--- src/sv/dstwr_pkg.sv ---
// ============================================================================
// dstwr_pkg: shared types and codes for the two-way ranging responder
// Event and result payloads, frame stage codes and action codes.
// ============================================================================
package dstwr_pkg;

	localparam int unsigned STAMP_W = 40;
	localparam int unsigned TIME_W  = 32;
	localparam int unsigned ADDR_W  = 8;

	// event kinds
	localparam logic [1:0] KIND_RX_GOOD = 2'd0;
	localparam logic [1:0] KIND_RX_ERR  = 2'd1;
	localparam logic [1:0] KIND_TX_DONE = 2'd2;

	// frame stage codes
	localparam logic [2:0] STG_NONE   = 3'd0;
	localparam logic [2:0] STG_POLL   = 3'd1;
	localparam logic [2:0] STG_RESP   = 3'd2;
	localparam logic [2:0] STG_FINAL  = 3'd3;
	localparam logic [2:0] STG_REPORT = 3'd4;
	localparam logic [2:0] STG_BCAST  = 3'd5;

	// ordered actions
	localparam logic [1:0] ACT_NONE   = 2'd0;
	localparam logic [1:0] ACT_REARM  = 2'd1;
	localparam logic [1:0] ACT_RESP   = 2'd2;
	localparam logic [1:0] ACT_REPORT = 2'd3;

	localparam logic [ADDR_W-1:0] OWN_ADDR_RST = 8'd3;

	typedef struct packed {
		logic [1:0]         kind;
		logic [2:0]         rx_stage;
		logic [ADDR_W-1:0]  rx_dest;
		logic [ADDR_W-1:0]  rx_sender;
		logic [STAMP_W-1:0] stamp;
	} ev_t;

	typedef struct packed {
		logic [1:0]        action;
		logic [ADDR_W-1:0] tx_dest;
		logic [2:0]        tx_stage;
		logic [TIME_W-1:0] round_time;
		logic [TIME_W-1:0] reply_time;
		logic [TIME_W-1:0] ranges_done;
		logic [TIME_W-1:0] error_total;
	} res_t;

	// input stage to engine
	typedef struct packed {
		logic valid;
		ev_t  ev;
	} slot_t;

endpackage

--- src/sv/dstwr_radio_if.sv ---
// ============================================================================
// dstwr_radio_if: radio event channel
// Valid/ready channel carrying one radio event per beat.
// ============================================================================
interface dstwr_radio_if;
	logic                          valid;
	logic                          ready;
	logic [1:0]                    kind;
	logic [2:0]                    rx_stage;
	logic [dstwr_pkg::ADDR_W-1:0]  rx_dest;
	logic [dstwr_pkg::ADDR_W-1:0]  rx_sender;
	logic [dstwr_pkg::STAMP_W-1:0] stamp;

	modport source (output valid, kind, rx_stage, rx_dest, rx_sender, stamp, input ready);
	modport sink   (input valid, kind, rx_stage, rx_dest, rx_sender, stamp, output ready);
endinterface

--- src/sv/dstwr_cmd_if.sv ---
// ============================================================================
// dstwr_cmd_if: responder command channel
// Valid/ready channel carrying one ordered action and its times per beat.
// ============================================================================
interface dstwr_cmd_if;
	logic                         valid;
	logic                         ready;
	logic [1:0]                   action;
	logic [dstwr_pkg::ADDR_W-1:0] tx_dest;
	logic [2:0]                   tx_stage;
	logic [dstwr_pkg::TIME_W-1:0] round_time;
	logic [dstwr_pkg::TIME_W-1:0] reply_time;
	logic [dstwr_pkg::TIME_W-1:0] ranges_done;
	logic [dstwr_pkg::TIME_W-1:0] error_total;

	modport source (output valid, action, tx_dest, tx_stage, round_time, reply_time,
		ranges_done, error_total, input ready);
	modport sink   (input valid, action, tx_dest, tx_stage, round_time, reply_time,
		ranges_done, error_total, output ready);
endinterface

--- src/sv/dstwr_in_stage.sv ---
// ============================================================================
// dstwr_in_stage: event input register
// Captures one accepted event beat and holds it until the engine consumes it.
// ============================================================================
module dstwr_in_stage (
	input  logic             clk,
	input  logic             arst_n,
	input  logic             load,
	input  logic             advance,
	input  dstwr_pkg::ev_t   ev,
	output dstwr_pkg::slot_t slot
);

	logic           valid_s1;
	dstwr_pkg::ev_t ev_s1;

	// occupancy flag
	always_ff @(posedge clk or negedge arst_n) begin
		if (!arst_n) begin
			valid_s1 <= 1'b0;
		end else if (load) begin
			valid_s1 <= 1'b1;
		end else if (advance) begin
			valid_s1 <= 1'b0;
		end
	end

	// payload, no reset
	always_ff @(posedge clk) begin
		if (load) begin
			ev_s1 <= ev;
		end
	end

	assign slot.valid = valid_s1;
	assign slot.ev    = ev_s1;

endmodule

--- src/sv/dstwr_engine.sv ---
// ============================================================================
// dstwr_engine: ranging exchange state and per-event decision
// Holds the exchange phase, tag, time stamps and counters; decides the
// action for the event in the input register combinationally.
// ============================================================================
module dstwr_engine (
	input  logic                         clk,
	input  logic                         arst_n,
	input  logic                         cfg_wr_en,
	input  logic [dstwr_pkg::ADDR_W-1:0] cfg_wr_data,
	input  dstwr_pkg::slot_t             slot,
	input  logic                         advance,
	output dstwr_pkg::res_t              res
);

	typedef enum logic [1:0] {
		PH_IDLE       = 2'd0,
		PH_WAIT_TX    = 2'd1,
		PH_WAIT_FINAL = 2'd2
	} phase_t;

	phase_t                          phase_q, phase_d;
	logic [dstwr_pkg::ADDR_W-1:0]    anchor_q;
	logic [dstwr_pkg::ADDR_W-1:0]    tag_q, tag_d;
	logic [dstwr_pkg::STAMP_W-1:0]   poll_rx_q, poll_rx_d;
	logic [dstwr_pkg::STAMP_W-1:0]   resp_tx_q, resp_tx_d;
	logic [dstwr_pkg::TIME_W-1:0]    reply_q, reply_d;
	logic [dstwr_pkg::TIME_W-1:0]    range_cnt_q, range_cnt_d;
	logic [dstwr_pkg::TIME_W-1:0]    err_cnt_q, err_cnt_d;
	logic [dstwr_pkg::STAMP_W-1:0]   since_poll, since_resp;
	logic                            to_me;
	dstwr_pkg::ev_t                  ev;

	assign ev    = slot.ev;
	assign to_me = (ev.rx_dest == anchor_q);

	// modulo 2^40 differences
	assign since_poll = ev.stamp - poll_rx_q;
	assign since_resp = ev.stamp - resp_tx_q;

	// per-event decision
	always_comb begin
		phase_d     = phase_q;
		tag_d       = tag_q;
		poll_rx_d   = poll_rx_q;
		resp_tx_d   = resp_tx_q;
		reply_d     = reply_q;
		range_cnt_d = range_cnt_q;
		err_cnt_d   = err_cnt_q;

		res.action     = dstwr_pkg::ACT_NONE;
		res.tx_dest    = '0;
		res.tx_stage   = dstwr_pkg::STG_NONE;
		res.round_time = '0;
		res.reply_time = '0;

		case (ev.kind)
			dstwr_pkg::KIND_RX_GOOD: begin
				res.action = dstwr_pkg::ACT_REARM;
				if (ev.rx_stage == dstwr_pkg::STG_BCAST) begin
					// broadcast: rearm only
				end else if (ev.rx_stage == dstwr_pkg::STG_POLL && to_me) begin
					tag_d        = ev.rx_sender;
					poll_rx_d    = ev.stamp;
					reply_d      = '0;
					phase_d      = PH_WAIT_TX;
					res.action   = dstwr_pkg::ACT_RESP;
					res.tx_dest  = ev.rx_sender;
					res.tx_stage = dstwr_pkg::STG_RESP;
				end else if (ev.rx_stage == dstwr_pkg::STG_FINAL && to_me
						&& phase_q == PH_WAIT_FINAL) begin
					phase_d = PH_IDLE;
					if (ev.rx_sender == tag_q) begin
						range_cnt_d    = range_cnt_q + 1'b1;
						res.action     = dstwr_pkg::ACT_REPORT;
						res.tx_dest    = tag_q;
						res.tx_stage   = dstwr_pkg::STG_REPORT;
						res.round_time = since_resp[dstwr_pkg::TIME_W-1:0];
						res.reply_time = reply_q;
					end
				end
			end
			dstwr_pkg::KIND_RX_ERR: begin
				err_cnt_d  = err_cnt_q + 1'b1;
				res.action = dstwr_pkg::ACT_REARM;
			end
			dstwr_pkg::KIND_TX_DONE: begin
				if (phase_q == PH_WAIT_TX) begin
					resp_tx_d = ev.stamp;
					reply_d   = since_poll[dstwr_pkg::TIME_W-1:0];
					phase_d   = PH_WAIT_FINAL;
				end
			end
			default: begin
				// unused kind: no action
			end
		endcase

		res.ranges_done = range_cnt_d;
		res.error_total = err_cnt_d;
	end

	// exchange state and configuration
	always_ff @(posedge clk or negedge arst_n) begin
		if (!arst_n) begin
			anchor_q    <= dstwr_pkg::OWN_ADDR_RST;
			phase_q     <= PH_IDLE;
			tag_q       <= '0;
			poll_rx_q   <= '0;
			resp_tx_q   <= '0;
			reply_q     <= '0;
			range_cnt_q <= '0;
			err_cnt_q   <= '0;
		end else begin
			if (cfg_wr_en) begin
				anchor_q <= cfg_wr_data;
			end
			if (advance) begin
				phase_q     <= phase_d;
				tag_q       <= tag_d;
				poll_rx_q   <= poll_rx_d;
				resp_tx_q   <= resp_tx_d;
				reply_q     <= reply_d;
				range_cnt_q <= range_cnt_d;
				err_cnt_q   <= err_cnt_d;
			end
		end
	end

	// checks
	a_err_count: assert property (@(posedge clk) disable iff (!arst_n)
		advance && ev.kind == dstwr_pkg::KIND_RX_ERR |=> err_cnt_q == $past(err_cnt_q) + 1'b1)
		else $error("error count did not step on receive error");

	a_range_count: assert property (@(posedge clk) disable iff (!arst_n)
		advance && res.action == dstwr_pkg::ACT_REPORT
		|=> range_cnt_q == $past(range_cnt_q) + 1'b1 && phase_q == PH_IDLE)
		else $error("report without range count step or return to idle");

	a_resp_phase: assert property (@(posedge clk) disable iff (!arst_n)
		advance && res.action == dstwr_pkg::ACT_RESP |=> phase_q == PH_WAIT_TX)
		else $error("response ordered but not awaiting its send time");

	a_hold: assert property (@(posedge clk) disable iff (!arst_n)
		!advance |=> $stable(phase_q) && $stable(range_cnt_q) && $stable(err_cnt_q))
		else $error("exchange state moved without an event");

endmodule

--- src/sv/dstwr_out_stage.sv ---
// ============================================================================
// dstwr_out_stage: result register
// Holds one result beat until the command channel takes it.
// ============================================================================
module dstwr_out_stage (
	input  logic            clk,
	input  logic            arst_n,
	input  logic            load,
	input  dstwr_pkg::res_t res,
	input  logic            out_ready,
	output logic            out_valid,
	output logic            space,
	output dstwr_pkg::res_t res_q
);

	logic valid_q;

	// room when empty or draining this cycle
	assign space     = !valid_q || out_ready;
	assign out_valid = valid_q;

	always_ff @(posedge clk or negedge arst_n) begin
		if (!arst_n) begin
			valid_q <= 1'b0;
		end else if (load) begin
			valid_q <= 1'b1;
		end else if (out_ready) begin
			valid_q <= 1'b0;
		end
	end

	// payload, no reset
	always_ff @(posedge clk) begin
		if (load) begin
			res_q <= res;
		end
	end

endmodule

--- src/sv/ds_twr_responder.sv ---
// ============================================================================
// ds_twr_responder: double-sided two-way ranging responder
// Turns radio events into response/report orders and ranging times.
// ============================================================================
//
// channel   dir  beat contents
// --------  ---  ------------------------------------------------------------
// radio     in   kind, rx_stage, rx_dest, rx_sender, stamp
// cmd       out  action, tx_dest, tx_stage, round_time, reply_time, counters
// cfg_wr_*  in   own frame address, written whenever cfg_wr_en is high
//
// One event per cycle sustained while cmd is not stalled; each result is offered
// on cmd after its event beat passes the input register, then the result register.
// The combinational decision step against the stored exchange state sets the rate.
// Reset clears phase, stamps and counters; the own address returns to 3.
// A stalled cmd channel backs up through the input register to radio.ready.
// ============================================================================
module ds_twr_responder (
	input  logic                         clk,
	input  logic                         arst_n,
	input  logic                         cfg_wr_en,
	input  logic [dstwr_pkg::ADDR_W-1:0] cfg_wr_data,
	dstwr_radio_if.sink                  radio,
	dstwr_cmd_if.source                  cmd
);

	dstwr_pkg::ev_t   ev;
	dstwr_pkg::slot_t slot;
	dstwr_pkg::res_t  res, res_q;
	logic             space, advance, load;

	// pack the event beat
	assign ev.kind      = radio.kind;
	assign ev.rx_stage  = radio.rx_stage;
	assign ev.rx_dest   = radio.rx_dest;
	assign ev.rx_sender = radio.rx_sender;
	assign ev.stamp     = radio.stamp;

	// flow control
	assign advance     = slot.valid && space;
	assign radio.ready = !slot.valid || advance;
	assign load        = radio.valid && radio.ready;

	dstwr_in_stage u_in (
		.clk     (clk),
		.arst_n  (arst_n),
		.load    (load),
		.advance (advance),
		.ev      (ev),
		.slot    (slot)
	);

	dstwr_engine u_engine (
		.clk         (clk),
		.arst_n      (arst_n),
		.cfg_wr_en   (cfg_wr_en),
		.cfg_wr_data (cfg_wr_data),
		.slot        (slot),
		.advance     (advance),
		.res         (res)
	);

	dstwr_out_stage u_out (
		.clk       (clk),
		.arst_n    (arst_n),
		.load      (advance),
		.res       (res),
		.out_ready (cmd.ready),
		.out_valid (cmd.valid),
		.space     (space),
		.res_q     (res_q)
	);

	// unpack the result beat
	assign cmd.action      = res_q.action;
	assign cmd.tx_dest     = res_q.tx_dest;
	assign cmd.tx_stage    = res_q.tx_stage;
	assign cmd.round_time  = res_q.round_time;
	assign cmd.reply_time  = res_q.reply_time;
	assign cmd.ranges_done = res_q.ranges_done;
	assign cmd.error_total = res_q.error_total;

endmodule
--- src/flat_wrapper.sv ---
// flat-port wrapper written by rule: the top's interface ports become plain ports
module ds_twr_responder_flat 
  (clk, arst_n, cfg_wr_en, cfg_wr_data, radio_valid, radio_kind, radio_rx_stage, radio_rx_dest, radio_rx_sender, radio_stamp, radio_ready, cmd_valid, cmd_action, cmd_tx_dest, cmd_tx_stage, cmd_round_time, cmd_reply_time, cmd_ranges_done, cmd_error_total, cmd_ready);
  dstwr_radio_if radio_i ();
  dstwr_cmd_if cmd_i ();
  input  logic clk;
  input  logic arst_n;
  input  logic cfg_wr_en;
  input  logic [dstwr_pkg::ADDR_W-1:0] cfg_wr_data;
  input wire logic [$bits(radio_i.valid)-1:0] radio_valid;
  input wire logic [$bits(radio_i.kind)-1:0] radio_kind;
  input wire logic [$bits(radio_i.rx_stage)-1:0] radio_rx_stage;
  input wire logic [$bits(radio_i.rx_dest)-1:0] radio_rx_dest;
  input wire logic [$bits(radio_i.rx_sender)-1:0] radio_rx_sender;
  input wire logic [$bits(radio_i.stamp)-1:0] radio_stamp;
  output wire logic [$bits(radio_i.ready)-1:0] radio_ready;
  output wire logic [$bits(cmd_i.valid)-1:0] cmd_valid;
  output wire logic [$bits(cmd_i.action)-1:0] cmd_action;
  output wire logic [$bits(cmd_i.tx_dest)-1:0] cmd_tx_dest;
  output wire logic [$bits(cmd_i.tx_stage)-1:0] cmd_tx_stage;
  output wire logic [$bits(cmd_i.round_time)-1:0] cmd_round_time;
  output wire logic [$bits(cmd_i.reply_time)-1:0] cmd_reply_time;
  output wire logic [$bits(cmd_i.ranges_done)-1:0] cmd_ranges_done;
  output wire logic [$bits(cmd_i.error_total)-1:0] cmd_error_total;
  input wire logic [$bits(cmd_i.ready)-1:0] cmd_ready;
  assign radio_i.valid = radio_valid;
  assign radio_i.kind = radio_kind;
  assign radio_i.rx_stage = radio_rx_stage;
  assign radio_i.rx_dest = radio_rx_dest;
  assign radio_i.rx_sender = radio_rx_sender;
  assign radio_i.stamp = radio_stamp;
  assign radio_ready = radio_i.ready;
  assign cmd_valid = cmd_i.valid;
  assign cmd_action = cmd_i.action;
  assign cmd_tx_dest = cmd_i.tx_dest;
  assign cmd_tx_stage = cmd_i.tx_stage;
  assign cmd_round_time = cmd_i.round_time;
  assign cmd_reply_time = cmd_i.reply_time;
  assign cmd_ranges_done = cmd_i.ranges_done;
  assign cmd_error_total = cmd_i.error_total;
  assign cmd_i.ready = cmd_ready;
  ds_twr_responder u_core (.clk(clk), .arst_n(arst_n), .cfg_wr_en(cfg_wr_en), .cfg_wr_data(cfg_wr_data), .radio(radio_i), .cmd(cmd_i));
endmodule
--- config.mk ---
export PLATFORM = sky130hd
export DESIGN_NAME = ds_twr_responder_flat
export DESIGN_NICKNAME = d
export VERILOG_FILES = /design/src/sv/dstwr_pkg.sv /design/src/sv/dstwr_radio_if.sv /design/src/sv/dstwr_cmd_if.sv /design/src/sv/dstwr_in_stage.sv /design/src/sv/dstwr_engine.sv /design/src/sv/dstwr_out_stage.sv /design/src/sv/ds_twr_responder.sv /design/src/flat_wrapper.sv
export SDC_FILE = /design/constraint.sdc
export NUM_CORES = 1
export LEC_CHECK = 0
export BUFFER_PORTS_ARGS = -buffer_cell sky130_fd_sc_hd__buf_2
export CORE_MARGIN = 4
export CORE_UTILIZATION = 59
export DETAILED_ROUTE_END_ITERATION = 6
export PLACE_DENSITY_LB_ADDON = 0.25
export SETUP_SLACK_MARGIN = 0.4
export SLEW_MARGIN = 10
export SYNTH_ARGS = -nofsm -noshare
export SYNTH_HDL_FRONTEND = slang
export SYNTH_SLANG_ARGS = --single-unit
--- constraint.sdc ---
create_clock -name clk -period 6.8 [get_ports clk]
set_input_delay 1.02 -clock clk [delete_from_list [all_inputs] [get_ports clk]]
set_output_delay 1.02 -clock clk [all_outputs]
set_load 0.005 [all_outputs]
# After elaboration in Yosys (flattened, before gate mapping)
# Index checks and enable logic that the tools add are counted.
# word_totals
register_bits,374
out_inout_bits,143
# op_classes
n_addsub,4
n_eq_ne,13
muxes,25
bitwise,4
reduce_logical,20
# op_table
operator,n
$mux 32,9
$mux 77,3
$add 32x1->32 const B,2
$mux 64,1
$pmux 32 s2,1
$sub 32x32->32,2
$eq 8x8->1,2
$mux 13,1
$reduce_and 5->1,2
$mux 2,4
$pmux 2 s2,2
$ne 2x2->1 const B,3
$reduce_bool 2->1,3
$logic_and 1x1->1,5
$reduce_or 5->1,1
$eq 2x1->1 const B,2
$eq 2x2->1 const B,2
$mux 1,4
$not 1->1,4
$reduce_and 4->1,1
$reduce_or 4->1,1
$eq 3x1->1 const B,1
$eq 3x2->1 const B,1
$eq 3x3->1 const B,1
6 further kinds,8

# Longest topological paths before layout
# depth
word_depth,7
mapped_depth,13
depth_no_buf,13

# By module
# Synthesis repeated with hierarchy kept, for this count alone.
# unflattened
cells_unflattened,1539
hier_area_um2,18084.8
# by_module_without_submodules
mod,instances,cells_each,area_each_um2,seq_area_each_um2
dstwr_engine,1,1327,11897.7,4456.8
dstwr_out_stage,1,144,4281.6,4259.1
dstwr_in_stage,1,65,1875.5,1856.8
ds_twr_responder,1,3,30.0,0.0

# Worst setup path after synthesis
# Ideal clock, no wire load.
# synth_path
path_kind,input to register
from,input port cmd_ready
to,register u_core.u_engine.err_cnt_q[0] (netlist bit)
setup_ns,0.135
arrival_ns,6.264
required_ns,6.665
slack_ns,0.401
cell_stages,7
cell_sequence,nand2b_1 nand2_1 inv_1 clkbuf_1 buf_1 nand2_1 xnor2_1
# synth_between
elab_chain_len,2
# synth_lines
element,line_no,rtl
"start, declared",flat_wrapper.sv:25,input wire logic [$bits(cmd_i.ready)-1:0] cmd_ready;
$logic_or 1x1->1,dstwr_out_stage.sv:19,assign space = !valid_q || out_ready;
$logic_and 1x1->1,ds_twr_responder.sv:40,assign advance = slot.valid && space;
net u_core.advance,ds_twr_responder.sv:30,"logic space, advance, load;"
"end signal, assigned",dstwr_engine.sv:125,err_cnt_q <= err_cnt_d;
"end, declared",dstwr_engine.sv:29,"logic [dstwr_pkg::TIME_W-1:0] err_cnt_q, err_cnt_d;"
# The timed path passes the listed nets, and every way through them passes these cells.
# A chain may end at the register's enable or synchronous reset.

# Worst setup path after layout
# layout_path
from,"register u_core.u_in.ev_s1, in the netlist u_core.u_in.slot[0]"
to,"register, netlist name u_core.u_out.res_q[126]"
# layout_between
elab_chain_len,1
# layout_lines
element,line_no,rtl
"start, declared",dstwr_in_stage.sv:15,dstwr_pkg::ev_t ev_s1;
"start signal, assigned",dstwr_in_stage.sv:31,ev_s1 <= ev;
$sub 32x32->32,dstwr_engine.sv:39,assign since_resp = ev.stamp - resp_tx_q;
# No other way between the ends.

==> flow_metrics.py <==
metrics = {
    "synth": {
        "synthCells": 1569,
        "synth-simple-area-share_pct": 13.5,
        "synth_seq_area_share_pct": 58.2,
        "synth_xor_xnor_area_share_pct": 9.55,
        "yosysTopAreaCellShare_pct": 32.7,
        "yosys_warnings": 0,
        "synth_area_per_cell_um2": 11.3,
        "async_flop_share_pct": 48.3,
        "synthMuxAreaShare_pct": 1.21,
        "synth_compound_gate_area_share_pct": 9.69,
        "syn_area_mm2": 0.0177,
        "synth_top_family_by_area": "simple AND/OR/NAND/NOR gates",
        "synth_area_leaders": "edfxtp_1 33%, dfrtp_1 25%, xor2_1 5.3%",
        "synth-adder-area-share_pct": 4.82,
        "yosys_most_used_dff": "edfxtp_1",
        "synth.distinct_cells": 72,
        "synth_edf_count": 193,
        "synth_top_cell_by_area": "edfxtp_1",
        "synth_nets": 1710,
        "ys_ff_latch": 373,
    },
    "clock_tree": {
        "cts_tree": "done",
        "hold_buffers": 0,
        "cts_resized": 0,
        "clk_latency_ns": 0.53,
        "clockRootBuffer": "clkbuf_16",
        "path_clk_slew_ns": 0.06,
        "cts_sinks": 373,
        "htreeDepth": 2,
        "cts_buffers": 40,
        "clockBufferDepth": 3,
        "post_cts_buffers": 0,
    },
    "layout": {
        "fin_util_pct": 68.9,
        "fillers": 2221,
        "layout-drive-gt1-share_pct": 18.2,
        "layout_common_cells": "206 x buf_2, 193 x edfxtp_1, 178 x dfrtp_1, 173 x nand2_1, 131 x nor2_1",
        "layout.nets": 1915,
        "final_common_cell": "buf_2",
        "area_growth_pct": 15.3,
        "stdcell_area_mm2": 0.0204,
    },
    "sta": {
        "rsz0062_at_grt": "no",
        "fin_tns_setup_ns": 0,
        "maxSlewHeadroom_pct": 35.3,
        "worst_slack_ns": 2.74,
        "worst_pin_slew_ns": 0.970,
        "period_share_pct": 59.7,
        "skew_ns": 0.0177,
        "max_freq_mhz": 246,
        "finalMaxSlewViolations": 0,
        "min_period_ns": 4.06,
        "setup_viol": 0,
        "hold_viol_final": 0,
    },
    "power_and_ir_drop": {
        "p_leak_nw": 9.47,
        "p_per_area_mw_per_mm2": 248,
        "peakVddDrop_uv": 251,
    },
    "floorplan": {
        "io_pins": 217,
        "coreArea_mm2": 0.0296,
        "die_area_mm2": 0.0328,
        "start_util_pct": 59.7,
        "num_rows": 63,
        "die_y_um": 181,
        "die-width_um": 181,
    },
    "setup_path": {
        "path_delay_family": "compound AO/OA/AOI/OAI gates",
        "end_kind": "flip-flop",
        "required_ns": 7.05,
        "start_kind": "flip-flop",
        "crit_top_cell": "inv_1",
        "critPathArrivalTime_ns": 4.31,
        "crit_slowest_cell": "a22oi_1",
        "cp_num_buf_inv": 2,
        "cpPeakStageDelay_ns": 0.58,
        "path_cells": "inv_1, ha_1, inv_1, fa_1, a211oi_1, o21ai_0, nand3_1, a31oi_1, a22oi_1, o211ai_1, a221oi_1, xor2_1, nor2_1",
        "crit_type": "flip-flop to flip-flop",
        "crit_fanout": 6,
    },
    "global_route": {
        "grt_pass1_vias": 12300,
        "grt_use_total_pct": 22.6,
        "grt.overflow.total": 0,
        "grt_start_max_net_pins": 108,
        "grt_pass1_wl_um": 61400,
        "antenna_found_initial": 2,
    },
    "placed_design": {
        "hpwl_um": 25200,
        "portBuffers": 207,
        "gp_congestion": 0.861,
        "placed_area_mm2": 0.0191,
        "place_ws_ns": 2.78,
    },
    "detailed_routing": {
        "wirelength_um": 37500,
        "drc_errors": 0,
        "via_per_inst": 5.50,
        "wl_per_cell_um": 17.1,
        "dr_total_vias": 12100,
        "drt_iter0_markers": 744,
        "detail-route-antenna-nets": 0,
        "first_pass_iters": 6,
    },
    "outcome": {
        "status": "completed",
    },
    "run": {
        "max_cap_violations": 0,
    },
    "worst_hold_path": {
        "hp-class": "flip-flop to flip-flop",
    },
}
worst register-to-register path: cells and delay by family, from the launching register on:
kind	cells	cell delay, ns
compound gates	6	2.01
xor+xnor	1	0.18
fa+ha+maj	2	0.73
buf+inv	2	0.21
flops	1	0.38
simple gates	2	0.26
metal layers:
layer | routed length [um] | track usage [%] | vias to the layer above
li1 | - | - | 5886
met1 | 15800 | 29.6 | 5764
met2 | 18400 | 39.3 | 367
met3 | 2110 | 3.16 | 76
met4 | 1220 | 7.57 | 0
met5 | 0 | 0 | -
logic make-up after synthesis:
kind of cell | after synthesis
AOI/OAI and AO/OA | 280
xor gates and xnor gates | 193
adders and majority gates | 67
buffers and inverters | 135
DFF | 373
muxes | 19
other | 1
and+or+nand+nor | 501
final timing paths:
kind	from	to	slack, ns	cells past startpoint
setup / recovery	u_core.u_in.slot[0]	u_core.u_out.res_q[126]	2.74	13
hold / removal	u_core.u_engine.reply_q[25]	u_core.u_engine.reply_q[25]	0.47	2
setup reg to reg	u_core.u_in.slot[0]	u_core.u_out.res_q[126]	2.74	13
hold reg to reg	u_core.u_engine.reply_q[25]	u_core.u_engine.reply_q[25]	0.47	2
max in group asynchronous	arst_n	u_core.u_engine.reply_q[5]	5.03	2
min in group asynchronous	arst_n	u_core.u_engine.err_cnt_q[28]	0.48	1
flip-flops by register name, indices dropped and copies added (netlist names):
name	cells
u_core.u_out.res_q	140
u_core.u_in.slot	53
u_core.u_engine.err_cnt_q	32
u_core.u_engine.poll_rx_q	32
u_core.u_engine.range_cnt_q	32
u_core.u_engine.reply_q	32
u_core.u_engine.resp_tx_q	32
u_core.u_engine.anchor_q	8
u_core.u_engine.tag_q	8
u_core.u_engine.phase_q	2
u_core.u_in.valid_s1	1
u_core.u_out.out_valid	1
synthesized netlist by cell type (9+ instances only):
master	number
a21oi_1	48
and2_1	40
ha_1	65
nand4_1	21
xnor2_1	86
clkbuf_1	40
and3_1	13
mux2_2	19
inv_1	81
a21o_1	32
a31oi_1	9
o21a_1	12
nor3_1	22
nand3_1	41
o22ai_1	13
nor2_1	132
nand2b_1	11
xor2_1	107
o21ai_0	109
nand2_1	173
dfrtp_1	178
edfxtp_1	193
a22oi_1	9
through the flow:
stage	hold WS, ns	instances	total power [W]
after global placement	0.457	2122	0.00292
after global routing	0.507	2198	0.00524
after detailed placement	0.463	2122	0.00293
after floorplan	0.440	1569	0.00278
final	0.472	2198	0.00505
after CTS	0.476	2196	0.00510
area by class of cell:
cell class | count | area [um2] | area share [%]
clock buffer | 58 | 1130 | 5.54
tap | 390 | 488 | 2.39
clock inverter | 16 | 185 | 0.907
antenna | 2 | 5.00 | 0.0245
timing repair buffer | 216 | 1110 | 5.44
inverter | 82 | 313 | 1.53
multi-input combinational | 1061 | 6880 | 33.7
sequential | 373 | 10300 | 50.5
report_power, final:
| group | internal, W | switching [W] | total, W |
|---|---|---|---|
| registers | 0.00250 | 0.0000605 | 0.00256 |
| logic | 0.000128 | 0.000200 | 0.000327 |
| clock network | 0.00131 | 0.000860 | 0.00217 |
| total | 0.00393 | 0.00112 | 0.00505 |
Power figures use the tool's default switching activity.
